## src/rtl/gpsa_pkg.sv

```systemverilog
// Package for the genotype pair score accumulator.
// Holds shared constants, the command code type and the controller/datapath structs.
// No dependencies.
package gpsa_pkg;

  localparam int unsigned GPSA_MAX_ALLELES = 16;
  localparam int unsigned GPSA_SAMPLES     = 64;
  localparam int unsigned ADDR_W           = 3;

  localparam int unsigned WEIGHT_FLOOR     = 8;
  localparam int unsigned WEIGHT_BIAS      = 4;
  localparam int unsigned PEN_NON_UNIQUE   = 3;
  localparam int unsigned PEN_MAPQ_BAD     = 2;
  localparam int unsigned PEN_CLIPPED      = 3;
  localparam int unsigned PEN_NO_OVERLAP   = 1;
  localparam int unsigned PEN_LOW_QUALITY  = 2;
  localparam logic [16:0] SCORE_LIMIT      = 17'h0FFFF;

  typedef enum logic [1:0] {
    FUNC_CLEAR   = 2'd0,
    FUNC_SCORE   = 2'd1,
    FUNC_REFRESH = 2'd2,
    FUNC_READ    = 2'd3
  } func_e;

  typedef struct packed {
    logic accept;
    logic init_first;
    logic load;
    logic decide;
    logic step;
    logic finish;
    logic next_sample;
  } ctrl_cmd_t;

  typedef struct packed {
    logic in_range_in;
    logic sweep_go;
    logic last;
    logic sample_last;
  } dp_status_t;

endpackage

```

## src/rtl/gpsa_regs.sv

```systemverilog
// Configuration registers of the genotype pair score accumulator.
// APB-style write/read port for base_exponent and allele_count; uses gpsa_pkg.
module gpsa_regs (
  input  logic                        clk_i,
  input  logic                        rst_ni,
  input  logic                        psel,
  input  logic                        penable,
  input  logic                        pwrite,
  input  logic [gpsa_pkg::ADDR_W-1:0] paddr,
  input  logic [31:0]                 pwdata,
  output logic [31:0]                 prdata,
  output logic                        pready,
  output logic [7:0]                  base_exponent_o,
  output logic [4:0]                  allele_count_o
);
  import gpsa_pkg::*;

  typedef enum logic {
    REG_BASE_EXPONENT = 1'b0,
    REG_ALLELE_COUNT  = 1'b1
  } reg_e;

  logic [7:0] base_exponent_q;
  logic [4:0] allele_count_q;
  reg_e       reg_sel;
  logic       wr_en;

  assign reg_sel = reg_e'(paddr[2]);
  assign wr_en   = psel && penable && pwrite;
  assign pready  = 1'b1;

  always_ff @(posedge clk_i or negedge rst_ni) begin
    if (!rst_ni) begin
      base_exponent_q <= 8'd16;
      allele_count_q  <= 5'd2;
    end else if (wr_en) begin
      unique case (reg_sel)
        REG_BASE_EXPONENT: base_exponent_q <= pwdata[7:0];
        REG_ALLELE_COUNT:  allele_count_q  <= pwdata[4:0];
        default: ;
      endcase
    end
  end

  always_comb begin
    unique case (reg_sel)
      REG_BASE_EXPONENT: prdata = 32'(base_exponent_q);
      REG_ALLELE_COUNT:  prdata = 32'(allele_count_q);
      default:           prdata = '0;
    endcase
  end

  assign base_exponent_o = base_exponent_q;
  assign allele_count_o  = allele_count_q;

endmodule

```

## config.mk

```make
export PLATFORM = sky130hd
export DESIGN_NAME = gpsa_regs
export DESIGN_NICKNAME = d
export VERILOG_FILES = /design/src/rtl/gpsa_pkg.sv /design/src/rtl/gpsa_regs.sv
export SDC_FILE = /design/constraint.sdc
export NUM_CORES = 1
export LEC_CHECK = 0
export BUFFER_PORTS_ARGS = -buffer_cell sky130_fd_sc_hd__buf_2
export CELL_PAD_IN_SITES_DETAIL_PLACEMENT = 0
export CELL_PAD_IN_SITES_GLOBAL_PLACEMENT = 2
export CORE_MARGIN = 2
export CORE_UTILIZATION = 19
export CTS_BUF_LIST = sky130_fd_sc_hd__clkbuf_8
export CTS_CLUSTER_DIAMETER = 200
export DETAILED_ROUTE_END_ITERATION = 10
export PLACE_DENSITY = 0.84
export SYNTH_ARGS = -nofsm -noshare
export SYNTH_HDL_FRONTEND = slang
export SYNTH_SLANG_ARGS = --single-unit
```

## constraint.sdc

```tcl
create_clock -name clk_i -period 1.1 [get_ports clk_i]
set_input_delay 0 -clock clk_i [delete_from_list [all_inputs] [get_ports clk_i]]
set_output_delay 0 -clock clk_i [all_outputs]
set_load 0.005 [all_outputs]
```

Word-level counts from Yosys, hierarchy flattened
Cells that the tools add are included.
{"block": "word_totals", "out_inout_bits": 46, "wordCells": 8, "ff_bits": 13, "input_bits": 40}
{"block": "classes", "reduce_logical": 4, "n_bitwise": 1, "muxes": 1}
{"operator": "$pmux 32 s2", "count": 1}
{"operator": "$reduce_and 2->1", "count": 2}
{"operator": "$logic_and 1x1->1", "count": 2}
{"operator": "$not 1->1", "count": 1}

Logic depth before layout (Yosys ltp)
{"block": "logic_depth", "depth_word": 3, "depth_mapped": 3, "ltp_nobuf": 2}

Least setup slack after synthesis
OpenSTA, ideal clock, no wires.
{"block": "synth_timing", "path_type": "input to register", "from": "input port paddr[2] (netlist bit)", "to": "register base_exponent_q[0], in the netlist base_exponent_o[0]", "t_required_ns": 0.975, "setup_time_ns": 0.125, "arrival_time_ns": 0.628, "path_stages": 3, "path_buffers": 1, "slack_ns": 0.347, "path_cell_list": "buf_6 > nand4b_4 > mux2_2"}
{"block": "synth_via", "elab_chain_cells": 2}
{"item": "start, declared", "line_no": "gpsa_regs.sv:9", "rtl": "input logic [gpsa_pkg::ADDR_W-1:0] paddr,"}
{"item": "$not 1->1 (no line)"}
{"item": "$reduce_and 2->1 (no line)"}
{"item": "end signal, assigned", "line_no": "gpsa_regs.sv:38", "rtl": "REG_BASE_EXPONENT: base_exponent_q <= pwdata[7:0];"}
{"item": "end, declared", "line_no": "gpsa_regs.sv:23", "rtl": "logic [7:0] base_exponent_q;"}
No other way between the ends.
A chain may end at the register's enable or synchronous reset.

Worst setup path in the final report
{"block": "layout_timing", "from": "register allele_count_q[1], in the netlist allele_count_o[1]", "to": "output port prdata[1]"}
{"block": "layout_via", "elab_chain_cells": 1}
{"item": "start, declared", "line_no": "gpsa_regs.sv:24", "rtl": "logic [4:0] allele_count_q;"}
{"item": "start signal, assigned", "line_no": "gpsa_regs.sv:39", "rtl": "REG_ALLELE_COUNT: allele_count_q <= pwdata[4:0];"}
{"item": "$pmux 32 s2", "line_no": "gpsa_regs.sv:46", "rtl": "unique case (reg_sel)"}
{"item": "end, declared", "line_no": "gpsa_regs.sv:11", "rtl": "output logic [31:0] prdata,"}
No other way between the ends. The select of a mux whose other input is x is not followed.

==> results.sh <==
export IMPL_outcome="finished clean"
export IMPL_cap_violations=0
export IMPL_start_util=0.1980
export IMPL_n_antenna_cell=0
export IMPL_yosysTopAreaCell="dfrtp_1"
export IMPL_cellPowerDensity_mw_per_mm2=1502
export IMPL_drtAntennaViolNets=0
export IMPL_syn_inst=64
export IMPL_clock_skew_ns=0
export IMPL_routedWlPerCell_um=10.68
export IMPL_ys_ff_latch=13
export IMPL_crit_arrival_ns=1.02
export IMPL_fillers=434
export IMPL_r2r_setup_slack_ns=0.33
export IMPL_crit_fanout=3
export IMPL_clock_latency_ns=0.24
export IMPL_drt_iter0_markers=8
export IMPL_yosysTopAreaCellShare=0.3476
export IMPL_gr_usage_all_layers=0.06838
export IMPL_ys_warn_count=0
export IMPL_ys_seq_area_frac=0.4139
export IMPL_synth_area_top_cells="dfrtp_1 (35%), mux2_2 (26%), buf_4 (24%)"
export IMPL_gp_congestion=0.7216
export IMPL_setup_viol=0
export IMPL_drv_slew=0
export IMPL_hp_class="input port to register"
export IMPL_whs_endpoint="allele_count_o[2]"
export IMPL_dp_hpwl_um=1418
export IMPL_clk_pin_slew_ns=0.05
export IMPL_drive_above_1_share=0.5769
export IMPL_finalWirelength_um=1644
export IMPL_cts_resized=0
export IMPL_fp_coreArea_sq_mm=0.004000
export IMPL_grt_overflow_total=0
export IMPL_synthFlopType="dfrtp_1"
export IMPL_required_ns=1.10
export IMPL_num_vias=529
export IMPL_synth_edf_count=0
export IMPL_via_per_inst=3.435
export IMPL_cp_cell_sequence="mux2_2, buf_2"
export IMPL_cts_buffers=3
export IMPL_multi_input_area_sq_um=351.6
export IMPL_syn2layout_area_growth_pct=26.86
export IMPL_rsz0062_at_grt="false"
export IMPL_avgSynthCellArea_sq_um=12.38
export IMPL_ios=86
export IMPL_cts_hold_repair_buffers=4
export IMPL_synthTopCellsByCount="buf_4 (25), mux2_2 (18), dfrtp_1 (11), nor2b_1 (3)"
export IMPL_slowest_delay_ns=0.54
export IMPL_hold_viol=0
export IMPL_power_mw=1.509
export IMPL_vdd_ir_drop_max_mv=0.2679
export IMPL_cts_buffer_depth=2
export IMPL_critPathSlowestCell="dfstp_2"
export IMPL_io_buffers=34
export IMPL_r2r_start="allele_count_o[4]"
export IMPL_worstSetupPathType="register to output port"
export IMPL_die_width_um=68.57
export IMPL_die_area_sq_mm=0.004701
export IMPL_max_freq_mhz=976.4
export IMPL_synthMostInstantiatedCell="buf_4"
export IMPL_antenna_found_initial=0
export IMPL_cts_sinks=13
export IMPL_regArea_sq_um=327.8
export IMPL_ys_async_sr_fraction=1.000
export IMPL_worst_r2r_cell_count=1
export IMPL_worstReg2RegEnd="allele_count_o[4]"
export IMPL_endpoint_kind="output port"
export IMPL_die_height_um=68.57
export IMPL_finalCritPeriodShare=0.9311
export IMPL_htreeDepth=1
export IMPL_startpoint_type="register"
export IMPL_dr_pass1_iters=2
export IMPL_hp_start="pwdata[2]"
export IMPL_drc=0
export IMPL_tns_ns=0
export IMPL_rows=23
export IMPL_synth_area_sq_um=792.0
export IMPL_finalCriticalPeriod_ns=1.024
export IMPL_yosys_cell_types_count=9
export IMPL_grt_max_degree=14
export IMPL_hold_depth=2
export IMPL_cts_root_buf="clkbuf_8"
export IMPL_p_leak_nw=0.5293
export IMPL_nets=145
export IMPL_dp_cells=146
export IMPL_cts_tree="done"
export IMPL_grt_pass1_wl_um=2270
export IMPL_stdcell_count=154
export IMPL_post_cts_buffers=0
export IMPL_grt_pass1_vias=481
## through the flow
stage	area, sq um	hold WS [ns]	utilization	worst slack [ns]
finish	1005	0.004384	0.2512	0.07579
global route	1005	0.007470	0.2512	0.03379
CTS	1005	0.0005462	0.2512	0.06305
detailed placement	919.6	-0.09711	0.2299	0.2297
global placement	919.6	-0.09984	0.2299	0.2481
floorplan	878.3	-0.2956	-	0.3471
## how the worst max path moves through the flow
| stage | start | endpoint | slack [ns] | cells past startpoint |
|---|---|---|---|---|
| floorplan | paddr[2] | base_exponent_o[0] | 0.35 | 3 |
| global placement | paddr[2] | base_exponent_o[2] | 0.25 | 3 |
| detailed placement | paddr[2] | base_exponent_o[1] | 0.23 | 3 |
| CTS | base_exponent_o[3] | prdata[3] | 0.06 | 2 |
| global route | allele_count_o[3] | prdata[3] | 0.03 | 2 |
| finish | allele_count_o[1] | prdata[1] | 0.08 | 2 |
## per-layer routing
layer	share of wire	track usage	wire length (um)	vias to the layer above
li1	-	-	-	243
met1	0.37	0.07523	612	255
met2	0.53	0.1166	866	29
met3	0.097	0.02597	160	2
met4	0.0024	0.03000	4	0
met5	0	0	0	-
## worst max-delay path, delay by kind of cell (launching register included)
kind | cells | cell delay [ns]
buf+inv | 1 | 0.10
flops | 1 | 0.54
mux | 1 | 0.15
## placed cells by master (no fill, tap or decap), drive strengths merged, types with 2 or more instances in the layout
| cell | n |
|---|---|
| nor2b | 3 |
| dfstp | 2 |
| dfrtp | 11 |
| mux2 | 18 |
| dlygate4sd3 | 4 |
| buf | 35 |
| clkbuf | 3 |
| conb | 25 |
## registers in the layout, summed over array words and instances, names as in the netlist
name,count
base_exponent_o,8
allele_count_o,5
## power by group
group	internal [mW]	leakage, nW	switching, mW	total [mW]
sequential	0.597	0.153	0.0738	0.671
clock	0.246	0.0269	0.158	0.404
combinational	0.259	0.349	0.174	0.434
## cells by family after synthesis
| logic type | Yosys count | share of synthesized area |
|---|---|---|
| flip-flops | 13 | 0.4139 |
| AND/OR/NAND/NOR | 5 | 0.06951 |
| buffers and inverters | 26 | 0.2512 |
| multiplexers | 18 | 0.2559 |
| other | 2 | 0.009482 |
## final cells by class
| class | instances | area share |
|---|---|---|
| flip-flops and latches | 13 | 0.3263 |
| multi-input cells | 48 | 0.3499 |
| repair buffers | 39 | 0.2167 |
| clock inverters | 1 | 0.003736 |
| clock buffers | 3 | 0.04110 |
| well taps | 50 | 0.06227 |
No activity file was read; power rests on OpenSTA's default activity.
