File: src/rtl/gpsa_pkg.sv
// Package for the genotype pair score accumulator.
// Holds shared constants, the command code type and the controller/datapath structs.
// No dependencies.
package gpsa_pkg;

  localparam int unsigned GPSA_MAX_ALLELES = 16;
  localparam int unsigned GPSA_SAMPLES     = 64;
  localparam int unsigned ADDR_W           = 3;

  localparam int unsigned WEIGHT_FLOOR     = 8;
  localparam int unsigned WEIGHT_BIAS      = 4;
  localparam int unsigned PEN_NON_UNIQUE   = 3;
  localparam int unsigned PEN_MAPQ_BAD     = 2;
  localparam int unsigned PEN_CLIPPED      = 3;
  localparam int unsigned PEN_NO_OVERLAP   = 1;
  localparam int unsigned PEN_LOW_QUALITY  = 2;
  localparam logic [16:0] SCORE_LIMIT      = 17'h0FFFF;

  typedef enum logic [1:0] {
    FUNC_CLEAR   = 2'd0,
    FUNC_SCORE   = 2'd1,
    FUNC_REFRESH = 2'd2,
    FUNC_READ    = 2'd3
  } func_e;

  typedef struct packed {
    logic accept;
    logic init_first;
    logic load;
    logic decide;
    logic step;
    logic finish;
    logic next_sample;
  } ctrl_cmd_t;

  typedef struct packed {
    logic in_range_in;
    logic sweep_go;
    logic last;
    logic sample_last;
  } dp_status_t;

endpackage

File: src/rtl/gpsa_ctrl.sv
// Controller of the genotype pair score accumulator.
// Sequences reset clearing, command load, table sweep and result; uses gpsa_pkg.
module gpsa_ctrl (
  input  logic                   clk_i,
  input  logic                   rst_ni,
  input  logic                   start_i,
  input  gpsa_pkg::dp_status_t   status_i,
  output gpsa_pkg::ctrl_cmd_t    cmd_o,
  output logic                   busy_o,
  output logic                   done_o
);
  import gpsa_pkg::*;

  typedef enum logic [2:0] {
    S_IDLE,
    S_INIT,
    S_LOAD,
    S_DECIDE,
    S_SWEEP,
    S_DRAIN,
    S_FINISH
  } state_e;

  state_e state_q;
  logic   init_q;
  logic   done_q;

  always_ff @(posedge clk_i or negedge rst_ni) begin
    if (!rst_ni) begin
      state_q <= S_INIT;
      init_q  <= 1'b1;
      done_q  <= 1'b0;
    end else begin
      done_q <= 1'b0;
      unique case (state_q)
        S_IDLE: begin
          if (start_i) begin
            state_q <= status_i.in_range_in ? S_LOAD : S_FINISH;
          end
        end
        S_INIT:   state_q <= S_LOAD;
        S_LOAD:   state_q <= S_DECIDE;
        S_DECIDE: state_q <= status_i.sweep_go ? S_SWEEP : S_FINISH;
        S_SWEEP: begin
          if (status_i.last) begin
            state_q <= S_DRAIN;
          end
        end
        S_DRAIN:  state_q <= S_FINISH;
        S_FINISH: begin
          if (init_q) begin
            if (status_i.sample_last) begin
              init_q  <= 1'b0;
              state_q <= S_IDLE;
            end else begin
              state_q <= S_LOAD;
            end
          end else begin
            done_q  <= 1'b1;
            state_q <= S_IDLE;
          end
        end
        default: state_q <= S_IDLE;
      endcase
    end
  end

  always_comb begin
    cmd_o             = '0;
    cmd_o.accept      = (state_q == S_IDLE) && start_i;
    cmd_o.init_first  = (state_q == S_INIT);
    cmd_o.load        = (state_q == S_LOAD);
    cmd_o.decide      = (state_q == S_DECIDE);
    cmd_o.step        = (state_q == S_SWEEP);
    cmd_o.finish      = (state_q == S_FINISH);
    cmd_o.next_sample = (state_q == S_FINISH) && init_q && !status_i.sample_last;
  end

  assign busy_o = (state_q != S_IDLE);
  assign done_o = done_q;

endmodule

File: config.mk
export PLATFORM = sky130hd
export DESIGN_NAME = gpsa_ctrl
export DESIGN_NICKNAME = d
export VERILOG_FILES = /design/src/rtl/gpsa_pkg.sv /design/src/rtl/gpsa_ctrl.sv
export SDC_FILE = /design/constraint.sdc
export NUM_CORES = 1
export LEC_CHECK = 0
export BUFFER_PORTS_ARGS = -buffer_cell sky130_fd_sc_hd__buf_2
export CAP_MARGIN = 10
export CORE_AREA = 5 5 42 44
export DETAILED_ROUTE_END_ITERATION = 16
export DIE_AREA = 0 0 47 49
export GPL_TIMING_DRIVEN = 0
export SETUP_SLACK_MARGIN = 0.2
export SYNTH_ARGS = -nofsm -noshare
export SYNTH_HDL_FRONTEND = slang
export SYNTH_SLANG_ARGS = --single-unit
File: constraint.sdc
create_clock -name clk_i -period 1.46 [get_ports clk_i]
set_input_delay 0.292 -clock clk_i [delete_from_list [all_inputs] [get_ports clk_i]]
set_output_delay 0.292 -clock clk_i [all_outputs]
set_load 0.01 [all_outputs]
Word-level counts from Yosys, hierarchy flattened

Index checks and enable logic that the tools add are counted.

Bits in registers: 5
Logic and storage cells: 29
Bits of input ports: 7
Output and inout bits: 9

Muxes and demuxes: 11
Equal/unequal tests: 8
Reduce and logical (&&, ||, !) cells: 7

Operators with widths:

| operator                                      | number |
|---|---|
| one-hot mux 3 bit (7 select lines)            | 1 |
| 2-to-1 mux 3 bit                              | 4 |
| == test 3 bit, second input constant          | 3 |
| == test 3 x 2 -> 1 bit, second input constant | 2 |
| 2-to-1 mux 1 bit                              | 4 |
| 2-to-1 mux 2 bit                              | 2 |
| != test 2 bit, second input constant          | 2 |
| == test 3 x 1 -> 1 bit, second input constant | 1 |
| logical AND 1 bit                             | 3 |
| logical NOT 3 bit                             | 1 |
| nonzero test 3 bit                            | 1 |
| AND reduction 2 bit                           | 1 |
| logical NOT 1 bit                             | 1 |

Longest topological paths before layout

Gate-level depths: netlist (run 1).

Word-level depth: 3
Gate-level depth with buffers: 4
Gate-level depth less buffers: 3

Least setup slack after synthesis (run 1)

No wires, ideal clock.

Kind: reg-to-output
From: register state_q[0]
To: output port cmd_o[0] in the netlist's numbering
Data required time: 1.168 ns
Data arrival time: 1.171 ns
Stages on the path, launching flop included: 5
Buffers on the path: 1
Path slack: -0.003 ns
Path through: dfstp_2 > buf_6 > and2b_1 > and2_4 > and3_1

RTL lines:

| element                | RTL line        | source |
|---|---|---|
| from (decl)            | gpsa_ctrl.sv:24 | `state_e state_q;` |
| from (signal assigned) | gpsa_ctrl.sv:38 | `state_q <= status_i.in_range_in ? S_LOAD : S_FINISH;` |
| from (signal assigned) | gpsa_ctrl.sv:43 | `S_DECIDE: state_q <= status_i.sweep_go ? S_SWEEP : S_FINISH;` |
| to (decl)              | gpsa_ctrl.sv:8  | `output gpsa_pkg::ctrl_cmd_t cmd_o,` |

==> flow_summary.json, run 1 <==
{
  "io_buffers": 15,
  "ys_seq_elements": 5,
  "yosysWarnings": 0,
  "violations": "setup timing",
  "die_h_um": 49,
  "die_w_um": 47,
  "avgSynthCellArea_um2": 9.29,
  "drt-vias-per-instance": 4.34,
  "status": "finished, violations left",
  "grt_usage_pct": 8.77,
  "final_common_cell": "buf_2",
  "cts_tree": "built",
  "fin_ws_ns": -0.260,
  "cts_buffer_depth": 2,
  "worstSkewPairLatency_ns": 0.24,
  "clkSinkCount": 5,
  "grt_overflow": 0,
  "cp.required_ns": 1.17,
  "slew_viol_final": 0,
  "rows": 14,
  "cts-buffers-inserted": 3,
  "area_growth_pct": 65.7,
  "final_antenna_net_count": 0,
  "synth.yosys.seq_area_share_pct": 41.6,
  "crit_arrival_ns": 1.43,
  "fin_crit_sh_pct": 118,
  "leakage_nw": 0.253,
  "synth_cell_types": 22,
  "hpwl_um": 544,
  "fill_cells": 157,
  "routabilityCongestion": 0.686,
  "syn_inst": 33,
  "num_io_pins": 16,
  "hold_violations": 0,
  "start_util_pct": 21.9,
  "synth.net_count": 40,
  "power.density_nw_per_um2": 1990,
  "rsz0062_at_grt": "yes",
  "antenna_found_initial": 0,
  "slew_headroom_pct": 80.1,
  "syn_area_um2": 307,
  "grt_max_degree": 10,
  "path_clk_slew_ns": 0.04,
  "fin_skew_ns": 0.00200,
  "cp-end-kind": "output port",
  "fin_cells": 73,
  "drive_gt1_share_pct": 57.9,
  "cts-root-buf": "clkbuf_4",
  "diodes": 0,
  "die-area_um2": 2300,
  "final_nets": 65,
  "routedWlPerCell_um": 11.0,
  "cts.htree.levels": 1,
  "tns_ns": -1.26,
  "vias": 317,
  "core_um2": 1400,
  "drt_pass1_iterations": 4,
  "dp.cells": 64,
  "drt_iter0_markers": 6,
  "crit_type": "flip-flop to output port",
  "startpoint_type": "flip-flop",
  "critPathMaxFanout": 3,
  "final.min_clock_period_ns": 1.72,
  "fmax_mhz": 581,
  "grt_pass1_wl_um": 1360,
  "final_cell_mix": "buf_2 (12), buf_6 (5), nor2_1 (4)",
  "setup_viol": 9,
  "drv_cap": 0,
  "first_global_vias": 337,
  "holdCritPathClass": "primary input to flip-flop",
  "drc_errors": 0,
  "peakVddDrop_mv": 0.723,
  "wirelength_um": 804,
  "worst_pin_slew_ns": 0.298
}
[timing repair]
| action | in CTS | in global routing |
|---|---|---|
| pin swaps | 0 | 1 |
| resized for setup | 5 | 0 |
| endpoints found under the hold margin | 3 | 0 |
| setup buffers | 3 | 1 |
| endpoints found under the setup margin | 9 | 12 |
| hold buffers | 1 | 0 |
[report_power, final]
group	internal, W	leakage (nW)	total (W)	switching [W]
clock	0.000103	0.0150	0.000158	0.0000549
combinational	0.000321	0.180	0.000590	0.000269
sequential	0.000200	0.0579	0.000265	0.0000648
total	0.000624	0.253	0.00101	0.000388
[critical path, stage by stage (launching register included)]
cell and delay [ns]:
dfstp_2 0.52, buf_6 0.09, and2b_1 0.17, and2_4 0.16, and3_4 0.14, buf_6 0.11
[synthesized netlist by cell type]
cell	n	area (um^2)
buf_6	1	11.3
nor2_1	5	18.8
a31oi_1	1	6.26
nand2b_1	1	6.26
and3_1	1	6.26
a21boi_2	1	11.3
dfstp_2	2	52.6
or3_4	1	11.3
nor3_1	1	5.00
dfrtp_1	3	75.1
inv_2	1	3.75
nor3b_1	1	7.51
mux2_1	1	11.3
a21oi_1	2	10.0
nand2_1	2	7.51
inv_1	3	11.3
a221oi_2	1	15.0
a211oi_1	1	7.51
and2_4	1	8.76
and2b_1	1	7.51
nor2b_1	1	6.26
nor2_2	1	6.26
[registers in the layout, indices dropped and copies added (netlist names)]
register / flops
done_o: 1
state_q: 3
init_q: 1
[path summary, 6_finish.rpt]
kind                            cells after the start                    from                endpoint  slack, ns
worst min register to register                      1      init_q$_DFFE_PN1P_        done_o$_DFF_PN0_       0.52
worst max-delay path                                5  state_q[0]$_DFFE_PN1P_                cmd_o[0]      -0.26
worst max register to register                      7  state_q[0]$_DFFE_PN1P_  state_q[1]$_DFFE_PN0P_      -0.01
worst min-delay path                                2             status_i[0]      init_q$_DFFE_PN1P_       0.21
max in group asynchronous                           2                  rst_ni  state_q[0]$_DFFE_PN1P_       0.83
min in group asynchronous                           2                  rst_ni  state_q[2]$_DFFE_PN0P_       0.43
[cell families (layout without fill, tap and decap cells)]
| group | after synthesis | after routing | share of synthesized area [%] |
|---|---|---|---|
| DFF | 5 | 5 | 41.6 |
| muxes | 1 | 1 | 3.67 |
| AOI/OAI and AO/OA | 6 | 6 | 16.3 |
| and+or+nand+nor | 16 | 16 | 29.8 |
| buffers and inverters | 5 | 29 | 8.57 |
[per-layer routing]
layer | vias to the layer above | wire [um] | track usage (%)
met5 | - | 0 | 0
met4 | 0 | 14 | 8.29
met3 | 2 | 32 | 1.11
met2 | 10 | 462 | 14.5
met1 | 147 | 294 | 8.69
li1 | 158 | - | -
[cell type report]
type | instances | area, um^2 | area share, %
sequential | 5 | 128 | 25.1
clock buffer | 4 | 26.3 | 5.17
inverter | 4 | 15.0 | 2.96
buffer | 1 | 11.3 | 2.22
timing repair buffer | 20 | 138 | 27.1
tap | 16 | 20.0 | 3.94
multi-input combinational | 23 | 170 | 33.5
[through the flow]
step	setup WS (ns)	power, W	utilization, %	cell area, um^2	hold slack [ns]
final	-0.260	0.00101	36.3	508	0.208
after global routing	-0.315	0.00110	36.3	508	0.215
after CTS	-0.276	0.00101	35.7	500	0.189
after detailed placement	-0.0829	0.000737	29.6	414	0.108
after global placement	-0.0761	0.000728	29.6	414	0.106
after floorplan	0.0502	0.000587	-	319	-0.00359
No activity file was read; power rests on OpenSTA's default activity.
==> run 2: changes to the inputs <==
--- a/config.mk
+++ b/config.mk
@@ -5,6 +5,7 @@
 export SDC_FILE = /design/constraint.sdc
 export NUM_CORES = 1
 export LEC_CHECK = 0
+export ABC_AREA = 1
 export BUFFER_PORTS_ARGS = -buffer_cell sky130_fd_sc_hd__buf_2
 export CAP_MARGIN = 10
 export CORE_AREA = 5 5 42 44
==> flow_summary.json, run 2 <==
{
  "status": "complete, no violations",
  "top_register": "state_q",
  "cts-root-buf": "clkbuf_4",
  "drv_cap": 0,
  "dp.cells": 76,
  "syn_area_um2": 304,
  "die_w_um": 47,
  "antenna_found_initial": 0,
  "largest_register_ff_count": 3,
  "fin_ws_ns": 0.0126,
  "slew_viol_final": 0,
  "hpwl_um": 564,
  "crit_type": "flip-flop to output port",
  "ys_seq_elements": 5,
  "final_antenna_net_count": 0,
  "vias": 349,
  "core_um2": 1400,
  "worstSkewPairLatency_ns": 0.23,
  "die_h_um": 49,
  "synthFlopType": "dfrtp_1",
  "startpoint_type": "flip-flop",
  "fin_skew_ns": 0.000131,
  "synth_top_area_cell": "dfrtp_1",
  "place_ws_ns": 0.253,
  "num_io_pins": 16,
  "synth_cell_types": 12,
  "final_core_util_pct": 38.2,
  "grt_max_degree": 7,
  "cts_buffer_depth": 2,
  "placedInstanceArea_um2": 399,
  "wirelength_um": 841,
  "syn_inst": 45,
  "routabilityCongestion": 0.718,
  "fin_crit_sh_pct": 99.1,
  "fill_cells": 157,
  "r2r_slack_ns": 0.21,
  "synth_top_area_share_pct": 24.7,
  "rows": 14,
  "critPathMaxFanout": 5,
  "worst_pin_slew_ns": 0.164,
  "cts.htree.levels": 1,
  "drc_errors": 0,
  "power.density_nw_per_um2": 1980,
  "cts-buffers-inserted": 3,
  "hold_violations": 0,
  "diodes": 0,
  "grt_pass1_wl_um": 1400,
  "die-area_um2": 2300,
  "slew_headroom_pct": 89.0,
  "reg2reg_from": "state_q[0]$_DFFE_PN1P_",
  "grt_overflow": 0,
  "final_cell_mix": "buf_2 (11), inv_1 (9), nand2_1 (8)",
  "final.min_clock_period_ns": 1.45,
  "drt_iter0_markers": 4,
  "holdCritPathClass": "primary input to flip-flop",
  "final_cell_area_um2": 536,
  "drt_pass1_iterations": 2,
  "grt_usage_pct": 7.99,
  "cp.required_ns": 1.17,
  "peakVddDrop_mv": 0.904,
  "async_flop_share_pct": 100,
  "crit_arrival_ns": 1.16,
  "path_clk_slew_ns": 0.04,
  "final_common_cell": "buf_2",
  "routedWlPerCell_um": 9.67,
  "yosysMostFrequentCell": "nand2_1",
  "reg2regPathDepth": 6,
  "avgSynthCellArea_um2": 6.76,
  "synth.net_count": 52,
  "synth_edf_count": 0,
  "fmax_mhz": 691,
  "synth.yosys.seq_area_share_pct": 42.0,
  "whs_ns": 0.333,
  "drive_gt1_share_pct": 56.3,
  "cp-end-kind": "output port",
  "io_buffers": 15,
  "synthTopCellsByCount": "nand2_1 (12), inv_1 (11), nor2_1 (6), nand3_1 (4), dfrtp_1 (3)",
  "yosysWarnings": 0,
  "drt-vias-per-instance": 4.01,
  "first_global_vias": 366,
  "setup_viol": 0,
  "cts_tree": "built",
  "area_growth_pct": 76.1,
  "final_nets": 79,
  "rsz0062_at_grt": "yes",
  "crit_path_end": "cmd_o[0]",
  "synth.area.top_cells": "dfrtp_1 (25%), dfstp_2 (17%), nand2_1 (15%)",
  "clkSinkCount": 5,
  "worstSetupStartpoint": "state_q[0]$_DFFE_PN1P_",
  "reg2reg_to": "state_q[1]$_DFFE_PN0P_",
  "fin_cells": 87,
  "leakage_nw": 0.322,
  "start_util_pct": 21.7
}
## run 2: changes by cell type after synthesis, moves of 2 or more
cell	change
nand2_1	+10
a21oi_1	-2
inv_1	+8
nand3_1	+4
## run 2: worst min path at each step
stage                      startpoint                 end  depth (start not counted)
after floorplan                rst_ni    done_o$_DFF_PN0_                          0
after global placement         rst_ni    done_o$_DFF_PN0_                          1
after detailed placement       rst_ni    done_o$_DFF_PN0_                          1
after CTS                 status_i[0]  init_q$_DFFE_PN1P_                          4
after global routing      status_i[0]  init_q$_DFFE_PN1P_                          4
final                     status_i[0]  init_q$_DFFE_PN1P_                          4
## run 2: report_power, final
group | internal [W] | leakage, nW | switching [W] | total (W)
clock network | 0.000103 | 0.0150 | 0.0000526 | 0.000156
logic | 0.000296 | 0.251 | 0.000308 | 0.000604
registers | 0.000206 | 0.0560 | 0.0000956 | 0.000301
## run 2: cell families (layout without fill, tap and decap cells)
| kind of cell | Yosys count | after routing | synth area share, % |
|---|---|---|---|
| DFF | 5 | 5 | 42.0 |
| buffers and inverters | 13 | 39 | 16.1 |
| AOI/OAI and AO/OA | 1 | 1 | 1.64 |
| and+or+nand+nor | 26 | 26 | 40.3 |
## run 2: per-stage QoR
step / setup TNS [ns] / total power [W]
finish: 0 / 0.00106
global placement: 0 / 0.000670
detailed placement: 0 / 0.000676
global route: -0.212 / 0.00116
CTS: 0 / 0.00102
floorplan: 0 / 0.000535
## run 2: timing repair
item,in CTS,in global routing
endpoints found under the setup margin,8,10
buffers inserted,5,1
resized for setup,10,5
pin swaps,1,0
hold buffers,1,0
hold endpoints to repair,3,0
## run 2: routing by layer
| layer | GRT usage (%) | part of all wire [%] |
|---|---|---|
| met2 | 14.3 | 58 |
| met5 | 0 | 0 |
| met1 | 8.02 | 38 |
| met4 | 2.30 | 0 |
| met3 | 3.32 | 3.9 |
## run 2: layout make-up
class / instances / area (um^2) / share of cell area [%]
clock buffer: 4 / 26.3 / 4.91
inverter: 13 / 48.8 / 9.11
multi-input combinational: 27 / 155 / 29.0
sequential: 5 / 130 / 24.3
tap: 16 / 20.0 / 3.74
timing repair buffer: 22 / 155 / 29.0
## run 2: critical path, cell delays in order, from the launching register on
cell and delay, ns:
dfstp_2 0.60, inv_2 0.08, nand3_4 0.08, nor2_4 0.04, buf_6 0.11
